### config.mk
export PLATFORM = sky130hd
export DESIGN_NAME = tts_ctrl
export DESIGN_NICKNAME = d
export VERILOG_FILES = /design/src/design/tts_pkg.sv /design/src/design/tts_ctrl.sv
export SDC_FILE = /design/constraint.sdc
export NUM_CORES = 1
export LEC_CHECK = 0
export ABC_AREA = 1
export BUFFER_PORTS_ARGS = -buffer_cell sky130_fd_sc_hd__buf_2
export CAP_MARGIN = 20
export CORE_MARGIN = 3
export CORE_UTILIZATION = 30
export CTS_CLUSTER_DIAMETER = 100
export CTS_CLUSTER_SIZE = 28
export DETAILED_ROUTE_END_ITERATION = 12
export PLACE_DENSITY = 0.6
export SETUP_SLACK_MARGIN = 0.05
export SLEW_MARGIN = 20
export SYNTH_ARGS = -nofsm -noshare
export SYNTH_HDL_FRONTEND = slang
export SYNTH_SLANG_ARGS = --single-unit
### constraint.sdc
create_clock -name clk_i -period 1.6 [get_ports clk_i]
set_input_delay 0.08 -clock clk_i [delete_from_list [all_inputs] [get_ports clk_i]]
set_output_delay 0.08 -clock clk_i [all_outputs]
set_load 0.01 [all_outputs]
### src/design/tts_pkg.sv
// Shared types, constants and helpers of the tridiagonal solver.
// No dependencies; used by the divider, datapath, controller and top level.
`default_nettype none

package tts_pkg;

  localparam int MaxRowsDefault = 64;
  localparam int RowIdxW        = 6;
  localparam int DivSteps       = 34;  // quotient bits below the overflow point
  localparam int QuotW          = 36;  // signed quotient, saturating range included

  // Controller commands to the datapath
  typedef struct packed {
    logic load_in;
    logic rd_fwd;
    logic rd_back;
    logic mul_c;
    logic mul_d;
    logic mul_back;
    logic num_back;
    logic div_fwd;
    logic div_back;
    logic res_ap;
    logic res_dp;
    logic wr_row;
    logic idx_cnt;
    logic idx_cntm1;
    logic out_load;
  } tts_cmd_t;

  // Datapath status to the controller
  typedef struct packed {
    logic row0;
    logic full;
    logic last;
    logic idx0;
    logic div_done;
    logic out_free;
  } tts_status_t;

  // Clamp a 37-bit signed value to signed 32 bits
  function automatic logic [31:0] sat32(input logic signed [36:0] v);
    logic [31:0] r;
    if (v > 37'sd2147483647) begin
      r = 32'h7fff_ffff;
    end else if (v < -37'sd2147483648) begin
      r = 32'h8000_0000;
    end else begin
      r = v[31:0];
    end
    return r;
  endfunction

endpackage

`default_nettype wire

### src/design/tts_ctrl.sv
// Controller of the tridiagonal solver: sequences forward sweep and back substitution.
// Uses tts_pkg command and status types; drives tts_dp.
`default_nettype none

module tts_ctrl (
  input  wire logic                  clk_i,
  input  wire logic                  rst_ni,
  input  wire logic                  in_valid_i,
  output logic                       in_ready_o,
  input  wire tts_pkg::tts_status_t  sts_i,
  output tts_pkg::tts_cmd_t          cmd_o
);

  typedef enum logic [13:0] {
    S_IDLE = 14'b00000000000001,
    S_FCHK = 14'b00000000000010,
    S_FRD  = 14'b00000000000100,
    S_FMUL = 14'b00000000001000,
    S_FDS  = 14'b00000000010000,
    S_FDIV = 14'b00000000100000,
    S_FRES = 14'b00000001000000,
    S_FWR  = 14'b00000010000000,
    S_BRD  = 14'b00000100000000,
    S_BMUL = 14'b00001000000000,
    S_BNUM = 14'b00010000000000,
    S_BDS  = 14'b00100000000000,
    S_BDIV = 14'b01000000000000,
    S_BOUT = 14'b10000000000000
  } state_e;

  state_e state_q, state_d;
  logic   phase_q, phase_d;  // 0: pivot term, 1: right-side term

  always_ff @(posedge clk_i or negedge rst_ni) begin
    if (!rst_ni) begin
      state_q <= S_IDLE;
      phase_q <= 1'b0;
    end else begin
      state_q <= state_d;
      phase_q <= phase_d;
    end
  end

  assign in_ready_o = state_q == S_IDLE;

  // Next state and commands
  always_comb begin
    state_d = state_q;
    phase_d = phase_q;
    cmd_o   = '0;
    unique case (state_q)
      S_IDLE: begin
        if (in_valid_i) begin
          cmd_o.load_in = 1'b1;
          state_d       = S_FCHK;
        end
      end
      S_FCHK: begin
        phase_d = 1'b0;
        if (sts_i.full) begin
          if (sts_i.last) begin
            cmd_o.idx_cntm1 = 1'b1;
            state_d         = S_BRD;
          end else begin
            state_d = S_IDLE;
          end
        end else if (sts_i.row0) begin
          state_d = S_FWR;
        end else begin
          state_d = S_FRD;
        end
      end
      S_FRD: begin
        cmd_o.rd_fwd = 1'b1;
        state_d      = S_FMUL;
      end
      S_FMUL: begin
        cmd_o.mul_c = !phase_q;
        cmd_o.mul_d = phase_q;
        state_d     = S_FDS;
      end
      S_FDS: begin
        cmd_o.div_fwd = 1'b1;
        state_d       = S_FDIV;
      end
      S_FDIV: begin
        if (sts_i.div_done) begin
          state_d = S_FRES;
        end
      end
      S_FRES: begin
        if (!phase_q) begin
          cmd_o.res_ap = 1'b1;
          phase_d      = 1'b1;
          state_d      = S_FMUL;
        end else begin
          cmd_o.res_dp = 1'b1;
          state_d      = S_FWR;
        end
      end
      S_FWR: begin
        cmd_o.wr_row = 1'b1;
        if (sts_i.last) begin
          cmd_o.idx_cnt = 1'b1;
          state_d       = S_BRD;
        end else begin
          state_d = S_IDLE;
        end
      end
      S_BRD: begin
        cmd_o.rd_back = 1'b1;
        state_d       = S_BMUL;
      end
      S_BMUL: begin
        cmd_o.mul_back = 1'b1;
        state_d        = S_BNUM;
      end
      S_BNUM: begin
        cmd_o.num_back = 1'b1;
        state_d        = S_BDS;
      end
      S_BDS: begin
        cmd_o.div_back = 1'b1;
        state_d        = S_BDIV;
      end
      S_BDIV: begin
        if (sts_i.div_done) begin
          state_d = S_BOUT;
        end
      end
      S_BOUT: begin
        if (sts_i.out_free) begin
          cmd_o.out_load = 1'b1;
          state_d        = sts_i.idx0 ? S_IDLE : S_BRD;
        end
      end
      default: begin
        state_d = S_IDLE;
      end
    endcase
  end

endmodule

`default_nettype wire

# Word level (Yosys, flattened, before mapping)
# Index checks and enable logic that the tools add are counted.
[totals] register_bits=15 inputBits=9 word_cells=52
[classes] n_eq_ne=18 muxes=29 n_reduce_logical=3
[op_table] operator="$pmux 14 s14" n=1
[op_table] operator="$mux 14" n=5
[op_table] operator="$mux 9" n=2
[op_table] operator="$mux 8" n=2
[op_table] operator="$mux 1" n=15
[op_table] operator="$eq 14x1->1 const B" n=1
[op_table] operator="$eq 14x10->1 const B" n=1
[op_table] operator="$eq 14x11->1 const B" n=1
[op_table] operator="$eq 14x12->1 const B" n=1
[op_table] operator="$eq 14x13->1 const B" n=1
[op_table] operator="$eq 14x14->1 const B" n=1
[op_table] operator="$eq 14x2->1 const B" n=1
[op_table] operator="$eq 14x3->1 const B" n=1
[op_table] operator="$eq 14x4->1 const B" n=1
[op_table] operator="$eq 14x5->1 const B" n=1
[op_table] operator="$eq 14x6->1 const B" n=1
[op_table] operator="$eq 14x7->1 const B" n=1
[op_table] operator="$eq 14x8->1 const B" n=1
[op_table] operator="$eq 14x9->1 const B" n=1
[op_table] operator="$ne 2x2->1 const B" n=4
[op_table] operator="$mux 2" n=3
[op_table] operator="$reduce_and 4->1" n=1
[op_table] operator="$pmux 1 s2" n=1
[op_table] operator="$reduce_bool 2->1" n=1
[op_table] operator="$logic_not 1->1" n=1

# Longest topological paths before layout
# Gate-level depths: netlist of the first run.
[depth] ltp_word=3 depth_mapped=11 ltp_nobuf=11

# Worst setup path before layout of the first run
# OpenSTA, ideal clock, no wires.
[synth_timing] path_kind="flip-flop to flip-flop" startpoint="reg state_q[12]" endpoint="reg state_q[0]" setup_time_ns=0.076 arrival_ns=1.317 t_required_ns=1.524 setup_slack_ns=0.207 path_stages_with_launch=11 path_buffers=0 period_less_slack_ns=1.393 cell_sequence="dfrtp_1 -> nor2_4 -> inv_2 -> nor2_4 -> nand2_1 -> nor2_1 -> nor2_1 -> nand2_2 -> nor2_2 -> nor2_2 -> nor2_2"
[synth_via] elab_chain_len=3
[synth_lines] item="start: declaration" line="tts_ctrl.sv:31" rtl="state_e state_q, state_d;"
[synth_lines] item="start signal: assignment" line="tts_ctrl.sv:39" rtl="state_q <= state_d;"
[synth_lines] item="$eq 14x6->1, or another cell as far along" line="tts_ctrl.sv:51" rtl="unique case (state_q)"
[synth_lines] item="$ne 2x2->1 (no line)"
[synth_lines] item="$reduce_and 4->1 (no line)"
# Parallel ways exist; a longest one is shown, timed or not.
# A chain may end at the register's enable or synchronous reset.

==> results by group, run 1 <==
Setup path
  – Crit path kind: reg2out
  – Most used cell, CP: nor2_4
  – Crit Path Max Fanout: 6
  – Critical path required time: 1.52 ns
  – CP Capture Type: output port
  – CP peak stage delay: approximately 0.40 ns
  – CP startpoint kind: flip-flop
  – Worst r2r src: state_q[7]$_DFFE_PN0P_
  – Critical path arrival: between 1.5 and 2 ns
  – Cell Chain, Critical Path: nor2_2 > nand2_2 > nor2_4 > buf_12 > nand2_4 > nor2_4 > inv_2 > nor2_1 > buf_2
  – Slowest CP cell: dfrtp_1
  – Worst setup startpoint: state_q[8]$_DFFE_PN0P_

GRT
  – Vias in the first global route: around 1200
  – First-pass GRT wire length: approximately 5300 µm
  – Largest net degree at the start of global routing: 16
  – Initial antenna violation count: 0
  – GRT Total Usage: between 10% and 20%
  – Total grt overflow: 0

Run status
  – Status: finished with violations
  – Failing checks: negative setup slack

Drt
  – WL final: ~3500 µm
  – Post-DR vias/cell: approximately 4.5
  – DRC Markers: 0
  – Drt wl/cell: between 10 and 15 µm
  – Post-route ant nets: 0
  – Iter 0 DRT Violations: 38
  – First-pass DRT Iterations: 4
  – Routed vias: around 1300

Synthesis
  – Net Count, Synth: between 150 and 200
  – Yosys warnings: 0
  – Synth area leaders: dfrtp_1 32%, nor2_1 13%, nand2_1 11%, inv_1 11%, nor2_4 6.2%
  – Post-synth EDFFs: 0
  – Synth Flop Type: dfrtp_1
  – Mapped cell area: roughly 1100 µm²
  – Biggest area consumer among synthesized cells: dfrtp_1
  – Most frequent cell after synthesis: nor2_1
  – Synth top cells by count: 39 x nor2_1, 33 x nand2_1, 31 x inv_1
  – Flops & latches, synth: 15
  – Top cell type's share of synthesized area: 32.3%
  – Yosys cell types: 16
  – Post-synthesis sequential area ratio: about a third
  – Share of synthesized registers carrying an async set or reset: between 90% and 100%
  – Synthesized area per cell: around 6.6 µm²
  – Cell count after synthesis: roughly 160

Power and ir drop
  – P_leak: between 1 and 1.5 nW
  – PwrDens: 1260 nW/µm²
  – Total power: about 2.4 mW
  – Worst vdd ir: ~0.95 mV

Layout
  – Final Net Count: around 250
  – Non-filler cells, final: roughly 280
  – Post-route cell area: between 1500 and 2000 µm²
  – N_diodes: 0
  – Share of cells above drive strength 1: roughly 56%
  – Final-layout fill cell count: between 300 and 400
  – Area delta synth->final: 72.0%

Placed design
  – Placer Congestion: about 0.8
  – Place WS: about 0.054 ns
  – Port buffer count: 24
  – Placed inst area: 1300 µm²
  – Post-DP HPWL: between 1500 and 2000 µm
  – # placed instances: 239

Worst hold path
  – Min-Delay Path Class: in2reg
  – Critical hold path startpoint: sts_i[0]

Flow run
  – Max-cap check violation count: 0

Timing
  – Fin. max-slew vios: 0
  – RSZ-0062 raised after global routing: yes
  – Final setup vio count: 18
  – Tmin final: roughly 1.7 ns
  – Fin crit share: 108%
  – Setup_tns: -1.38 ns
  – Worst setup slack after layout: -0.124 ns
  – Hold Vio Cnt, Final: 0
  – Worst-Margin Slew: approximately 0.37 ns
  – FMAX: around 580 MHz
  – Rel. slew slack: between 70% and 80%
  – Skew final: around 0.014 ns

Die
  – Placeable Area: between 3000 and 4000 µm²
  – Die Footprint: 4380 µm²
  – Num rows: 21
  – Num ports: 25
  – Initial Util: 31.8%
  – Die Wd: ~66 µm
  – Die Height: 66.2 µm

Clocking
  – Skew-Pair Late Insertion Delay: 0.29 ns
  – # clock sinks: 15
  – Root Buffer: clkbuf_4
  – Reg clk slew, reported paths: 0.09 ns
  – CTS Buf Count: 3
  – Htree depth: 1
  – CTS Buffer Depth: 2
  – TritonCTS clock tree: yes
[cells by family (layout without fill, tap and decap cells)]
logic type | after synthesis | count (layout) | share of synthesized area (%)
compound gates | 5 | 5 | 2.30
simple gates | 110 | 111 | 49.8
buf+inv | 34 | 105 | 13.2
flops | 15 | 15 | 34.7
[worst paths after layout]
path                                           endpoint  slack [ns]  depth (start not counted)
worst max-delay path                           cmd_o[5]       -0.12                          9
worst min-delay path            state_q[13]$_DFFE_PN0P_        0.12                          4
worst max register to register   state_q[8]$_DFFE_PN0P_       -0.02                         10
worst min register to register   state_q[3]$_DFFE_PN0P_        0.56                          1
max in group asynchronous        state_q[0]$_DFFE_PN1P_        1.07                          2
min in group asynchronous        state_q[6]$_DFFE_PN0P_        0.22                          2
[power by group]
group          leakage (nW)  switching [mW]  internal, mW  total [mW]
Combinational         0.863           0.878         0.745        1.62
Sequential            0.204          0.0621         0.441       0.503
Clock                0.0177           0.135        0.0929       0.228
Total                  1.08            1.08          1.28        2.35
[per-stage QoR]
stage                     utilization (%)  hold WS [ns]
after floorplan                         -        -0.216
after global placement               38.1       0.00980
after detailed placement             38.1        0.0116
after CTS                            50.2        0.0939
after global routing                 54.7         0.133
final                                54.7         0.116
[critical path, delay by kind of cell, from the launching register on]
kind	cells	cell delay (ns)
simple gates	6	0.62
buf+inv	3	0.33
flops	1	0.40
[layout make-up]
| cell class | count | area (µm²) | area share, % |
|---|---|---|---|
| Multi-Input combinational cell | 116 | 743 | 39.8 |
| Clock buffer | 3 | 22.5 | 1.21 |
| Sequential cell | 15 | 377 | 20.2 |
| Tap cell | 46 | 57.6 | 3.08 |
| Inverter | 33 | 126 | 6.76 |
| Timing Repair Buffer | 68 | 537 | 28.7 |
| Clock inverter | 1 | 5.00 | 0.268 |
[layout by cell type, fill, tap and decap left out, types with 4 or more instances in the layout]
cell type / n
buf_6: 11
nand3_1: 7
inv_1: 25
buf_4: 33
nor2_1: 26
nand2_2: 13
o21ai_1: 4
nor2_2: 11
nor2_4: 16
nand2_4: 6
nand3_2: 4
dfrtp_1: 14
buf_2: 19
nand2_1: 23
inv_2: 7
[sequential cells by signal, summed over array words and instances, names as in the netlist]
name / flops
state_q: 14
phase_q: 1
[metal layers]
metal | wire length, µm | part of all wire, % | GRT usage [%] | vias to the layer above
li1 | - | - | - | 629
met1 | 1460 | 41 | 18.7 | 598
met2 | 1890 | 53 | 29.0 | 38
met3 | 141 | 4.0 | 1.87 | 6
met4 | 46 | 1.3 | 5.84 | 0
met5 | 0 | 0 | 0 | -
[repair_timing]
action / 4_1_cts / 5_1_grt
gates resized for setup: 44 / 20
endpoints found under the hold margin: 16 / 0
setup endpoints to repair: 17 / 24
pin swaps: 24 / 21
setup buffers: 28 / 12
hold buffers: 3 / 0
gates cloned: 1 / 0
Power figures use the tool's default switching activity.
==> run 2, diff against run 1 <==
- BUFFER_PORTS_ARGS: -buffer_cell sky130_fd_sc_hd__buf_2 -> -buffer_cell sky130_fd_sc_hd__buf_4
==> run 2 against run 1 <==
  * Critical path type unchanged
  * Non-clock buffer count shrank 10
  * Core utilization shrank 1.7 points
  * Die area is the same
  * Combinational power shrank 13%
  * Worst setup slack lost 0.013 ns
  * First-iteration DRC count shrank 2.6%
  * Largest cell class unchanged
  * Sequential power is essentially flat
  * Clock skew shrank 0.010 ns
  * Power shrank 8.6%
  * The flow still finishes with violations (negative setup slack)
==> results by group, run 2 (same netlist as run 1, synthesis figures left out) <==
Run status
  – Status: finished with violations
  – Failing checks: negative setup slack

Clocking
  – Htree depth: 1
  – Root Buffer: clkbuf_4
  – # clock sinks: 15
  – Reg clk slew, reported paths: 0.10 ns
  – TritonCTS clock tree: yes
  – Skew-Pair Late Insertion Delay: approximately 0.29 ns
  – CTS Buffer Depth: 2
  – CTS Buf Count: 3

Drt
  – Drt wl/cell: 11.1 µm
  – Routed vias: 1175
  – First-pass DRT Iterations: 4
  – Post-route ant nets: 0
  – DRC Markers: 0
  – WL final: 3030 µm
  – Post-DR vias/cell: 4.32
  – Iter 0 DRT Violations: 37

Placed design
  – Port buffer count: 24
  – Post-DP HPWL: 1960 µm
  – Placed inst area: between 1000 and 1500 µm²
  – Place WS: approximately 0.017 ns
  – Placer Congestion: roughly 0.82

Layout
  – Share of cells above drive strength 1: 53.5%
  – Post-route cell area: between 1500 and 2000 µm²
  – Most common cell after layout, fill and taps aside: buf_4
  – Max FFs per register: 14
  – Post-layout util: 53.0%
  – Final-layout fill cell count: 332
  – Register Area: roughly 380 µm²
  – N_diodes: 0
  – Multi-input gate area: around 730 µm²
  – Final Net Count: between 200 and 250
  – Register with the most flip-flops: state_q
  – Top Registers: state_q: 14 flops, phase_q: 1 flops
  – Most frequent cells in the layout: 43 x buf_4, 27 x nor2_1, 25 x inv_1, 25 x nand2_1, 14 x nor2_4
  – Area delta synth->final: 66.6%

Die
  – Die Height: 66.2 µm
  – Die Footprint: between 4000 and 5000 µm²
  – Initial Util: 31.8%
  – Die Wd: 66.2 µm
  – Num rows: 21
  – Num ports: 25
  – Placeable Area: around 3400 µm²

Power and ir drop
  – PwrDens: about 1200 nW/µm²
  – P_leak: slightly above 1 nW
  – Worst vdd ir: approximately 0.9 mV
  – Total power: ~2.1 mW

Setup path
  – CP startpoint kind: flip-flop
  – Critical path required time: roughly 1.5 ns
  – Cell Chain, Critical Path: nor2_2 > nand2_2 > nor2_4 > buf_12 > nand2_2 > nor2_4 > inv_2 > nor2_1 > buf_4
  – Critical path arrival: around 1.7 ns
  – CP peak stage delay: 0.40 ns
  – CP Capture Type: output port
  – Crit path kind: reg2out
  – Register-to-register setup slack: -0.01 ns
  – Crit Path Max Fanout: 9
  – Slowest CP cell: dfrtp_1

Timing
  – RSZ-0062 raised after global routing: yes
  – Worst-Margin Slew: between 0.3 and 0.4 ns
  – Fin crit share: 109%
  – Skew final: 0.00444 ns
  – Tmin final: around 1.7 ns
  – Setup_tns: -1.00 ns
  – FMAX: 576 MHz
  – Final setup vio count: 15
  – Fin. max-slew vios: 0
  – Worst setup slack after layout: -0.136 ns
  – Rel. slew slack: 77.8%
  – Hold Vio Cnt, Final: 0

GRT
  – Largest net degree at the start of global routing: 16
  – First-pass GRT wire length: roughly 4900 µm
  – Initial antenna violation count: 0
  – Total grt overflow: 0
  – Vias in the first global route: 1124
  – GRT Total Usage: between 10% and 20%

Worst hold path
  – Min-Delay Path Class: in2reg

Flow run
  – Max-cap check violation count: 0
run 2: cell count changes in the layout (fill, tap and decap cells not counted), sizes merged:
| cell | delta |
|---|---|
| clkinv | -1 |
| buf | -10 |
| clkbuf | +1 |
run 2: what timing repair did:
action                     in CTS  in global routing
setup endpoints to repair      22                 22
hold buffers                    3                  0
cloned                          1                  0
pin swaps                      20                 10
gates resized for setup        32                 27
buffers inserted               15                  8
hold endpoints to repair       16                  0
run 2: cell type report:
cell class / count / share of cell area [%]
Multi-Input combinational cell: 116 / 40.2
Timing Repair Buffer: 58 / 27.5
Sequential cell: 15 / 20.9
Inverter: 33 / 6.85
Tap cell: 46 / 3.18
Clock buffer: 4 / 1.45
run 2: path summary, 6_finish.rpt:
kind                                             start                      to  cells past startpoint
worst max-delay path            state_q[8]$_DFFE_PN0P_                cmd_o[5]                      9
worst min-delay path                          sts_i[1]  state_q[5]$_DFFE_PN0P_                      4
worst max register to register  state_q[8]$_DFFE_PN0P_  state_q[0]$_DFFE_PN1P_                     13
worst min register to register     phase_q$_DFFE_PN0P_  state_q[3]$_DFFE_PN0P_                      1
max in group asynchronous                       rst_ni  state_q[0]$_DFFE_PN1P_                      2
min in group asynchronous                       rst_ni  state_q[8]$_DFFE_PN0P_                      2
run 2: metal layers:
layer	up-vias	GRT usage (%)	wire length, µm
met5	-	0	0
met4	0	4.57	27
met3	2	1.53	115
met2	24	25.5	1600
met1	540	18.6	1280
li1	609	-	-
run 2: where the power goes:
group / switching (mW) / total [mW] / internal [mW]
Sequential: 0.0585 / 0.502 / 0.443
Combinational: 0.767 / 1.41 / 0.647
Clock: 0.137 / 0.234 / 0.0970
run 2: worst max-delay path, delay by kind of cell, from the launching register on:
family,cells,cell delay [ns]
buffers and inverters,3,0.32
and+or+nand+nor,6,0.65
DFF,1,0.40
run 2: per-stage QoR:
stage	hold slack [ns]	cells
after detailed placement	-0.0488	243
final	0.0852	272
after global routing	0.112	272
after CTS	0.0846	265
after floorplan	-0.216	164
after global placement	-0.0524	243
==> run 3, diff against run 2 <==
- PLACE_DENSITY: 0.6 -> 0.53
- clock period: 1.6 -> 2 ns (I/O delays scaled with it)
==> run 3 against run 2 <==
  * The flow now finishes without violations
  * Sequential cell count unchanged
  * Sequential share of layout area rose by 5.9 points
  * Hold slack improved by 0.0081 ns
  * Final area down 22%
  * Critical endpoint is now state_q[2]$_DFFE_PN0P_
==> results by group, run 3 (same netlist as run 1, synthesis figures left out) <==
Drt
  – Max layer used: met4
  – WL final: 2570 µm
  – Routed met1 length: 1170 µm
  – Met2 routed WL: 1190 µm
  – DRC Markers: 0
  – Post-DR vias/cell: ~4.4
  – Iter 0 DRT Violations: 30
  – First-pass DRT Iterations: 4
  – Post-route ant nets: 0
  – Drt wl/cell: roughly 11 µm
  – DR WL met3: 157 µm
  – Routed vias: ~1100

Setup path
  – Crit path kind: reg2reg
  – Crit Path Max Fanout: 5
  – CP Capture Type: flip-flop
  – Critical path arrival: 2.09 ns
  – CP startpoint kind: flip-flop
  – Critical path required time: between 2 and 2.5 ns

Timing
  – Rel. slew slack: roughly three quarters
  – RSZ-0062 raised after global routing: no
  – Setup_tns: 0 ns
  – Tmin final: roughly 1.9 ns
  – Hold_ws: 0.0932 ns
  – Worst-Margin Slew: about 0.36 ns
  – Skew final: between 0.0008 and 0.0009 ns
  – Final setup vio count: 0
  – FMAX: around 540 MHz
  – Fin. max-slew vios: 0
  – Worst setup slack after layout: between 0.1 and 0.15 ns
  – Fin crit share: ~93%
  – Hold Vio Cnt, Final: 0

Placed design
  – Placer Congestion: between 0.8 and 0.9
  – Port buffer count: 24
  – Place WS: 0.365 ns
  – Post-DP HPWL: approximately 2000 µm
  – # placed instances: roughly 230

Layout
  – Top Registers: state_q: 14 flops, phase_q: 1 flops
  – Register with the most flip-flops: state_q
  – Area delta synth->final: 29.4%
  – Share of cells above drive strength 1: 30.8%
  – Register Area: between 300 and 400 µm²
  – Max FFs per register: 14
  – Multi-input gate area: approximately 570 µm²
  – Most frequent cells in the layout: 38 x nor2_1, 33 x nand2_1, 31 x inv_1
  – Most common cell after layout, fill and taps aside: nor2_1
  – N_diodes: 0
  – Final Net Count: approximately 210
  – Non-filler cells, final: 244
  – Final-layout fill cell count: 390

Clocking
  – # clock sinks: 15
  – CTS Buffer Depth: 2
  – Reg clk slew, reported paths: 0.09 ns
  – Root Buffer: clkbuf_4
  – TritonCTS clock tree: yes
  – CTS Buf Count: 3
  – Skew-Pair Late Insertion Delay: about 0.29 ns
  – Htree depth: 1

Die
  – Die Height: between 60 and 70 µm
  – Initial Util: a little under a third
  – Num ports: 25
  – Placeable Area: approximately 3400 µm²
  – Die Wd: around 66 µm
  – Num rows: 21
  – Die Footprint: 4380 µm²

GRT
  – Total grt overflow: 0
  – Vias in the first global route: 1004
  – First-pass GRT wire length: 4300 µm
  – GRT Total Usage: between 10 and 15%
  – Largest net degree at the start of global routing: 16
  – Initial antenna violation count: 0

Worst hold path
  – Min-Delay Path Class: in2reg

Power and ir drop
  – PwrDens: slightly below 1000 nW/µm²
  – P_leak: about 0.87 nW
  – Worst vdd ir: 0.573 mV
  – Total power: 1.39 mW

Run status
  – Status: complete, no violations

Flow run
  – Max-cap check violation count: 0
run 3: changes by cell type in the layout (fill, tap and decap cells not counted), moves of 6 or more:
| cell | change |
|---|---|
| inv_1 | +6 |
| nor2_1 | +11 |
| nand3_1 | +6 |
| inv_2 | -6 |
| nand2_1 | +8 |
| buf_4 | -16 |
| buf_6 | -11 |
| nor2_4 | -8 |
run 3: per-layer routing:
layer / track usage [%] / vias to the layer above
li1: - / 555
met1: 16.5 / 479
met2: 20.2 / 33
met3: 2.21 / 5
met4: 6.09 / 0
met5: 0 / -
run 3: layout make-up:
type	count	area share, %
Clock buffer	4	1.87
Multi-Input combinational cell	115	40.4
Timing Repair Buffer	31	18.0
Tap cell	46	4.10
Sequential cell	15	26.8
Inverter	33	8.82
run 3: per-stage QoR:
stage          cell area (µm²)  utilization [%]
5_1_grt                   1410             41.1
6_report                  1410             41.1
2_1_floorplan             1090                -
3_3_place_gp              1300             38.2
4_1_cts                   1360             39.8
3_5_place_dp              1300             38.2
run 3: worst max-delay path, stage by stage (launching register included):
cell and delay (ns):
dfrtp_1 0.41, nor2_1 0.17, nand2_2 0.11, nor2_4 0.20
buf_12 0.14, nand2_2 0.07, nor3_1 0.13, dlygate4sd3_1 0.57
run 3: worst paths after layout:
check                                             start                 endpoint  slack (ns)  cells past startpoint
worst max-delay path            state_q[11]$_DFFE_PN0P_   state_q[2]$_DFFE_PN0P_        0.14                      7
worst min-delay path                           sts_i[0]  state_q[13]$_DFFE_PN0P_        0.09                      4
worst max register to register  state_q[11]$_DFFE_PN0P_   state_q[2]$_DFFE_PN0P_        0.14                      7
worst min register to register      phase_q$_DFFE_PN0P_   state_q[3]$_DFFE_PN0P_        0.54                      1
max in group asynchronous                        rst_ni   state_q[0]$_DFFE_PN1P_        1.56                      2
min in group asynchronous                        rst_ni   state_q[4]$_DFFE_PN0P_        0.20                      2
run 3: report_power, final:
group          total (mW)  internal (mW)  switching [mW]
Combinational       0.811          0.332           0.479
Clock               0.183         0.0776           0.105
Sequential          0.395          0.352          0.0430
run 3: timing repair:
item                                    in CTS  in global routing
endpoints found under the setup margin       0                  4
hold buffers                                 3                  0
gates resized for setup                      0                  1
setup buffers                                0                  4
endpoints found under the hold margin       16                  0
